[src/isaa_pkg.sv]
// Package with the shared types and constants of the scatter-add accumulator.
package isaa_pkg;

   localparam int VAL_W = 32;
   localparam int CH_W  = 6;
   localparam int PT_W  = 10;
   localparam int PTS_W = 11;
   localparam int CHS_W = 7;
   localparam int CSR_W = 11;

   localparam logic [PTS_W-1:0] PTS_RESET = 11'd1024;
   localparam logic [CHS_W-1:0] CHS_RESET = 7'd64;

   // Configuration register indexes.
   localparam logic REG_POINTS   = 1'b0;
   localparam logic REG_CHANNELS = 1'b1;

   typedef enum logic [0:0] {
      OP_ACCUMULATE  = 1'b0,
      OP_READ_CLEAR  = 1'b1
   } isaa_op_type;

   // Control that travels with an item from the accept stage to the update stage.
   typedef struct packed {
      isaa_op_type op;
      logic        bad;
   } isaa_ctl_type;

   // One result transaction.
   typedef struct packed {
      logic             saturated;
      logic             bad_address;
      logic [VAL_W-1:0] read_value;
   } isaa_rsp_type;

endpackage

[src/isaa_alu.sv]
// Update logic: saturating add for accumulates, read-and-clear, rejected addresses.
module isaa_alu (
   input  isaa_pkg::isaa_ctl_type      ctl,
   input  logic [isaa_pkg::VAL_W-1:0]  old_value,
   input  logic [isaa_pkg::VAL_W-1:0]  grad_value,
   output isaa_pkg::isaa_rsp_type      rsp,
   output logic                        wr_en,
   output logic [isaa_pkg::VAL_W-1:0]  wr_data
);
   import isaa_pkg::*;

   localparam logic [VAL_W-1:0] POS_LIMIT = {1'b0, {(VAL_W-1){1'b1}}};
   localparam logic [VAL_W-1:0] NEG_LIMIT = {1'b1, {(VAL_W-1){1'b0}}};

   logic [VAL_W:0]   sum;
   logic [VAL_W-1:0] sat_sum;
   logic             over_hi;
   logic             over_lo;

   // Sign-extended add; the top two bits disagree exactly on overflow.
   assign sum     = {old_value[VAL_W-1], old_value} + {grad_value[VAL_W-1], grad_value};
   assign over_hi = (sum[VAL_W:VAL_W-1] == 2'b01);
   assign over_lo = (sum[VAL_W:VAL_W-1] == 2'b10);

   always_comb begin
      if (over_hi) begin
         sat_sum = POS_LIMIT;
      end else if (over_lo) begin
         sat_sum = NEG_LIMIT;
      end else begin
         sat_sum = sum[VAL_W-1:0];
      end
   end

   always_comb begin
      rsp         = '0;
      wr_en       = 1'b0;
      wr_data     = '0;
      if (ctl.bad) begin
         rsp.bad_address = 1'b1;
      end else begin
         case (ctl.op)
            OP_ACCUMULATE: begin
               rsp.read_value = sat_sum;
               rsp.saturated  = over_hi | over_lo;
               wr_en          = 1'b1;
               wr_data        = sat_sum;
            end
            OP_READ_CLEAR: begin
               rsp.read_value = old_value;
               wr_en          = 1'b1;
            end
            default: begin
               rsp = '0;
            end
         endcase
      end
   end

endmodule

[config.mk]
export PLATFORM = sky130hd
export DESIGN_NAME = isaa_alu
export DESIGN_NICKNAME = d
export VERILOG_FILES = /design/src/isaa_pkg.sv /design/src/isaa_alu.sv
export SDC_FILE = /design/constraint.sdc
export NUM_CORES = 1
export LEC_CHECK = 0
export ABC_AREA = 1
export ABC_CLOCK_PERIOD_IN_PS = 7800
export BUFFER_PORTS_ARGS = -buffer_cell sky130_fd_sc_hd__buf_2
export CORE_UTILIZATION = 56
export DETAILED_ROUTE_END_ITERATION = 16
export PLACE_DENSITY = 0.91
export SYNTH_ARGS = -nofsm -noshare
export SYNTH_HDL_FRONTEND = slang
export SYNTH_SLANG_ARGS = --single-unit
[constraint.sdc]
create_clock -name vclk -period 7.8
set_input_delay 1.95 -clock vclk [all_inputs]
set_output_delay 1.95 -clock vclk [all_outputs]
set_load 0.05 [all_outputs]
# Yosys cells after proc, flatten, opt, wreduce, memory -nomap -nowiden
# Cells that the tools add are included.
dict set report op_classes {
  add_sub_neg 1
  n_bitwise 2
  muxes 10
  n_eq_ne 2
}
# operator n
set op_table {}
lappend op_table {{32-bit two-way mux} 5}
lappend op_table {{32-bit one-hot mux with 2 select lines} 1}
lappend op_table {{32-bit by 32-bit adder with 33-bit output} 1}
lappend op_table {{1-bit two-way mux} 4}
lappend op_table {{2-bit by 1-bit == test with 1-bit output, second input constant} 1}
lappend op_table {{2-bit == test, second input constant} 1}
lappend op_table {{1-bit NOT} 1}
lappend op_table {{1-bit OR} 1}
dict set report totals {
  output_inout_bits 67
  ff_bits 0
  wordCells 15
  in_bits 66
}

# Logic depth before layout (Yosys ltp)
# Gate-level depths: netlist of run 1.
dict set report logic_depth {
  ltp_word 6
  mapped_depth 22
  mapped_depth_nobuf 20
}

# Worst setup path after synthesis of run 1
# Ideal clock, no wire load.
dict set report synth_path {
  path_type {input to output}
  startpoint {input port old_value[0] in the netlist's numbering}
  endpoint {output port rsp[31] in the netlist's numbering}
  cell_stages 16
  t_required_ps 5850
  arrival_time_ps 5621
  setup_slack_ps 229
  path_buffers 0
  path_cell_list {ha_1 > inv_1 > fa_1 > inv_1 > nand3_1 > nand3_1 > nand2_1 > nand2_2 > nand3_2 > nand2_2 > nand2_2 > nand2_2 > xor2_2 > ha_1 > nor4_1 > a31o_2}
}
# element line
set synth_rtl {}
lappend synth_rtl {{from (decl)} isaa_alu.sv:4} ;# input logic [isaa_pkg::VAL_W-1:0] old_value,
lappend synth_rtl {{to (decl)} isaa_alu.sv:6} ;# output isaa_pkg::isaa_rsp_type rsp,

==> impl_results.md, run 1 <==
* Final ANT Viol Nets at 0
* Area leader, netlist: nand2_1
* Final min period at 7.24 ns
* Clkbuf count at 0
* Run status: completed
* Ports at 133
* Hold WS at ~4.2 ns
* Core Footprint at 5540 um^2
* Die ar. at 6070 um^2
* Final nets at roughly 880
* Largest net degree at the start of global routing at 36
* Cell Area, Synth at between 3000 and 4000 um^2
* Post-route setup TNS at 0 ns
* DR iter-0 viols at 405
* Worst vdd rail ir drop at 0.0000696 V
* RSZ-0062 raised after global routing: false
* Critical Path Fanout Max at 12
* Avg Cell Area, Syn at 4.92 um^2
* Sequential cells at 0
* Final worst-path cycle share at 92.9%
* Met1 Use GR at 42.6%
* Synth top area share at 24.0%
* # resized after CTS at 0
* Net Sw Power at around 360 uW
* CP endpoint kind: output pin
* HPWL Detailed at 9.67 mm
* First-pass GRT wire length at 18.6 mm
* Worst EP arrival at between 5 and 6 ns
* WP data required at between 5 and 6 ns
* Initial Utilization at about 58%
* Final WL at 11.8 mm
* Die width at 77.9 um
* Global route hottest layer: met2
* Max-cap violations at 0
* Post-Syn Instances at around 660
* Syn. warnings at 0
* Fin. Hold Viols at 0
* Pwr dens at around 120 nW/um^2
* Syn_nets at between 700 and 800
* Storage cell area at 0 um^2
* Setup Fix Bufs, Post-CTS at 0
* Switching Fraction at 73.0%
* Syn-to-layout area delta at 21.7%
* First drt pass iteration count at 5
* Cell row count at 27
* Yosys cell types at 30
* Slew headroom at approximately 32%
* Final RePlAce weighted congestion at 0.995
* Combinational share of power at 100.0%
* Total track usage at 37.7%
* Met3 GRT Util at 2.94%
* Vias per cell at 5.58
* Worst Max-Slew Pin Slew at 1.01 ns
* Port buffer count at between 100 and 150
* Sequential element share of the synthesized area at 0%
* Largest cells by area after synthesis: nand2_1 24%, ha_1 14%, inv_1 13%
* DRC violations left at 0
* Sequential Power Share at 0%
* Total global routing overflow at 0
* Peak Freq at 138 MHz
* Clk network pwr share at 0%
* Hold bufs inserted after CTS at 0
* Internal power at around 130 uW
* Pins Over Slew Limit at 0
* Chip Height at 77.9 um
* Met2 global-route usage at 71.7%
* Share of layout cells above drive strength 1 at 23.7%
* CP startpoint kind: input pin
* Hold/Removal Path Class: input pin to output pin
* Number of diodes at 0
* DR WL/cell at 13.9 um
* Vias in the first global route at 4171
* Kind of critical path: input pin to output pin
* Leakage at 0.00252 uW
* Setup violators final at 0
* Vias at ~4700
* Initial antenna violation count at 0
metrics by stage:
step	instances	util [%]	cell area, um^2	setup slack (ns)	power [uW]
final	845	70.8	3930	0.557	490
after global placement	845	70.8	3930	0.777	471
after global routing	845	70.8	3930	0.329	526
after CTS	845	70.8	3930	0.655	481
after floorplan	655	-	3220	0.229	364
after detailed placement	845	70.8	3930	0.648	480
critical path: stages:
cell and delay, ns:
buf_2 0.09, ha_1 0.20, inv_1 0.08, fa_1 0.37, inv_1 0.14, nand3_1 0.08
nand3_1 0.13, nand2_1 0.08, nand2_2 0.09, nand3_2 0.09, nand2_2 0.09, nand2_2 0.05
nand2_2 0.08, xor2_2 0.09, ha_1 0.24, nor2_1 0.77, buf_4 0.34, a21oi_1 0.10
buf_2 0.23
cell type report:
cell class	instances	area (um^2)
well taps	72	90.1
multi-input cells	519	2700
inverters	118	443
repair buffers	136	688
fillers	550	1620
logic make-up after synthesis:
| family | share of synthesized area [%] |
|---|---|
| simple gates | 47.5 |
| buf+inv | 16.1 |
| compound gates | 21.6 |
| fa+ha+maj | 14.2 |
| xor+xnor | 0.505 |
power by group through the flow:
stage	sequential, uW	clock, uW	combinational, uW
6_report	0	0	490
5_1_grt	0	0	526
4_1_cts	0	0	481
3_5_place_dp	0	0	480
3_3_place_gp	0	0	471
2_1_floorplan	0	0	364
final timing paths:
check | depth (start not counted) | to | from | slack (ns)
max | 19 | rsp[15] | old_value[0] | 0.56
min | 2 | rsp[32] | ctl[0] | 4.23
cell usage in the layout, fill, tap and decap left out, drive strengths merged, types with 2 or more instances in the layout:
| cell type | synthesis | routed |
|---|---|---|
| nand2 | 220 | 220 |
| buf | 4 | 136 |
| inv | 117 | 117 |
| a21oi | 83 | 83 |
| nor2 | 59 | 59 |
| nand3 | 53 | 53 |
| o21ai | 39 | 39 |
| ha | 35 | 35 |
| a31o | 6 | 6 |
| nor3 | 5 | 5 |
| nand4 | 5 | 5 |
| nand3b | 4 | 4 |
| or2 | 3 | 3 |
| o21bai | 2 | 2 |
routing by layer:
metal,vias up,wire [um]
met5,-,0
met4,0,584
met3,53,846
met2,258,5770
met1,2072,4580
li1,2334,-
Yosys cell counts (all sizes together):
cell / number
fa: 1
o21bai: 2
clkinv: 1
or2: 3
nand2: 220
nand4: 5
o21ai: 39
xor2: 1
a31o: 6
nor2: 59
a21o: 1
inv: 117
ha: 35
a21oi: 83
buf: 4
clkbuf: 14
nor4: 1
nand3: 53
and2: 1
nand3b: 4
nor3: 5
(Power assumes the default switching activity.)
==> inputs of run 2 (changes only) <==
--- a/config.mk
+++ b/config.mk
@@ -5,12 +5,11 @@
 export SDC_FILE = /design/constraint.sdc
 export NUM_CORES = 1
 export LEC_CHECK = 0
-export ABC_AREA = 1
 export ABC_CLOCK_PERIOD_IN_PS = 7800
 export BUFFER_PORTS_ARGS = -buffer_cell sky130_fd_sc_hd__buf_2
-export CORE_UTILIZATION = 56
+export CORE_UTILIZATION = 52
 export DETAILED_ROUTE_END_ITERATION = 16
-export PLACE_DENSITY = 0.91
+export PLACE_DENSITY = 0.9
 export SYNTH_ARGS = -nofsm -noshare
 export SYNTH_HDL_FRONTEND = slang
 export SYNTH_SLANG_ARGS = --single-unit
==> impl_results.md, run 2 <==
* Initial antenna violation count at 0
* Syn. warnings at 0
* Syn-to-layout area delta at 27.5%
* Syn_nets at 471
* Most common cell after layout, fill and taps aside: buf_2
* Storage cell area at 0 um^2
* Sequential element share of the synthesized area at 0%
* Post-Syn Instances at ~370
* Pwr dens at 152 nW/um^2
* Fin. Hold Viols at 0
* Hold path cells at 2
* Clkbuf count at 0
* Peak Freq at 133 MHz
* FILL cells at between 400 and 500
* Final ANT Viol Nets at 0
* Vias in the first global route at 2953
* Worst EP arrival at around 5.6 ns
* Dpl cells at between 500 and 600
* Most common cell in the netlist: nor2_1
* Cells along the critical path: buf_2 -> ha_1 -> a21oi_1 -> o21ai_0 -> a221oi_1 -> o41ai_4 -> nand4_1 -> a211oi_2 -> o22ai_1 -> xnor2_1 -> ha_2 -> clkinv_1 -> buf_4 -> a21oi_1 -> nor2_1 -> a21o_1 -> buf_2
* DRC violations left at 0
* Total global routing overflow at 0
* Synth cell count leaders: 43 x nor2_1, 39 x a21o_1, 35 x ha_1
* Total power at a little under 500 uW
* Hold wc startpoint: ctl[0]
* Worst Max-Slew Pin Slew at ~1.3 ns
* Final worst-path cycle share at 96.7%
* Vias at 3300
* CP max-delay cell: a221oi_1
* Clk network pwr share at 0%
* Routed length on met2 at approximately 4.0 mm
* Total track usage at between 30% and 40%
* Final min period at 7.54 ns
* Area leader, netlist: ha_1
* DR WL/cell at 15.0 um
* Internal power at 150 uW
* First-pass GRT wire length at 13.0 mm
* Run status: completed
* Avg Cell Area, Syn at 6.91 um^2
* Kind of critical path: input pin to output pin
* Share of layout cells above drive strength 1 at 34.0%
* Largest cells by area after synthesis: ha_1 17%, a21o_1 11%, xnor2_1 6.5%
* Largest net degree at the start of global routing at 30
* Ports at approximately 130
* Cell row count at 25
* Switching Fraction at a little over two thirds
* Vias per cell at 5.97
* Setup violators final at 0
* Final WL at 8.31 mm
* Yosys cell types at 54
* Cell Area, Synth at ~2600 um^2
* Chip Height at 72.0 um
* Post-route setup TNS at 0 ns
* Cell Count, Final, Fillers Out at 553
* DR iter-0 viols at roughly 190
* Hold/Removal Path Class: input pin to output pin
* Sequential Power Share at 0%
* Initial Utilization at 54.0%
* Most frequent cells in the layout: 133 x buf_2, 41 x nor2_1, 39 x a21o_1, 33 x a21oi_1, 33 x ha_1
* CP startpoint kind: input pin
* Slew headroom at 16.4%
* Max-cap violations at 0
* Met1 wire length at about 3.5 mm
* WP data required at 5.85 ns
* Worst vdd rail ir drop at around 0.000095 V
* Number of diodes at 0
* Combinational share of power at 100.0%
* First drt pass iteration count at 4
* Die width at approximately 70 um
* Pins Over Slew Limit at 0
* WL met3 at 604 um
* Final RePlAce weighted congestion at approximately 0.9
* Critical Path Fanout Max at 9
* RSZ-0062 raised after global routing: false
* DR top layer: met4
* Final nets at between 500 and 600
* Leakage at approximately 0.0019 uW
* Worst path max stage delay at 0.47 ns
* Hold bufs inserted after CTS at 0
* Net Sw Power at 343 uW
* HPWL Detailed at 6.82 mm
* Sequential cells at 0
* Hold EP: rsp[32]
* CP endpoint kind: output pin
* Port buffer count at between 100 and 150
* Core Footprint at between 4000 and 5000 um^2
* Synth top area share at between 15 and 20%
* Die ar. at roughly 5200 um^2
[run 2: cell types whose count changed after synthesis, moves of 9 or more]
cell / previous run / this run
nand3_1: 45 / 3
xnor2_1: 0 / 19
a221o_1: 0 / 10
inv_1: 112 / 17
nand2_1: 206 / 33
nand2_2: 14 / 0
o21ai_0: 35 / 19
nor2_1: 52 / 43
a21oi_1: 81 / 33
a21o_1: 1 / 39
[run 2: repair_timing]
| item | CTS | global route |
|---|---|---|
| gates resized for setup | 1 | 7 |
| setup buffers | 0 | 0 |
| endpoints found under the setup margin | 1 | 63 |
[run 2: worst max-delay path by stage]
stage	start	end	slack, ns	depth (start not counted)
after detailed placement	old_value[2]	rsp[21]	0.02	16
final	old_value[8]	rsp[6]	0.26	17
after floorplan	old_value[0]	rsp[15]	-0.32	15
after global routing	old_value[8]	rsp[6]	0.05	17
after global placement	old_value[3]	rsp[21]	0.06	16
after CTS	old_value[2]	rsp[21]	0.05	16
[run 2: kinds of logic (layout without fill, tap and decap cells)]
logic type / count (synthesis) / after routing / share of synthesized area [%]
AO/OA/AOI/OAI: 163 / 163 / 47.3
XOR/XNOR: 26 / 26 / 8.93
adder cells (fa/ha/maj): 36 / 36 / 18.0
buffers and inverters: 40 / 157 / 8.24
AND/OR/NAND/NOR: 104 / 104 / 17.6
[run 2: worst max-delay path: cells and delay by family]
family / cells / cell delay, ns
adders and majority gates: 2 / 0.67
xor gates and xnor gates: 1 / 0.21
AOI/OAI and AO/OA: 8 / 1.87
and+or+nand+nor: 2 / 0.31
buffers and inverters: 4 / 0.57
[run 2: per-stage QoR]
step / util, % / instance area [um^2] / worst slack, ns / hold slack, ns
2_1_floorplan: - / 2560 / -0.317 / 3.99
3_3_place_gp: 68.1 / 3220 / 0.0573 / 4.26
3_5_place_dp: 68.1 / 3220 / 0.0243 / 4.26
4_1_cts: 68.3 / 3230 / 0.0480 / 4.26
5_1_grt: 68.9 / 3250 / 0.0473 / 4.27
6_report: 68.9 / 3250 / 0.257 / 4.26
[run 2: power by group through the flow]
stage / combinational [uW] / clock [uW] / sequential, uW
3_3_place_gp: 481 / 0 / 0
6_report: 494 / 0 / 0
2_1_floorplan: 382 / 0 / 0
4_1_cts: 488 / 0 / 0
3_5_place_dp: 485 / 0 / 0
5_1_grt: 527 / 0 / 0
[run 2: area by class of cell]
type	count	area (um^2)	share of cell area, %
tap	67	83.8	2.58
inverter	18	67.6	2.08
timing repair buffer	139	711	21.8
multi-input combinational	329	2390	73.5
[run 2: metal layers]
metal | track usage [%] | vias to the layer above
met5 | 0 | -
met4 | 8.93 | 0
met3 | 2.50 | 16
met1 | 37.4 | 1490
met2 | 56.6 | 170
li1 | - | 1624
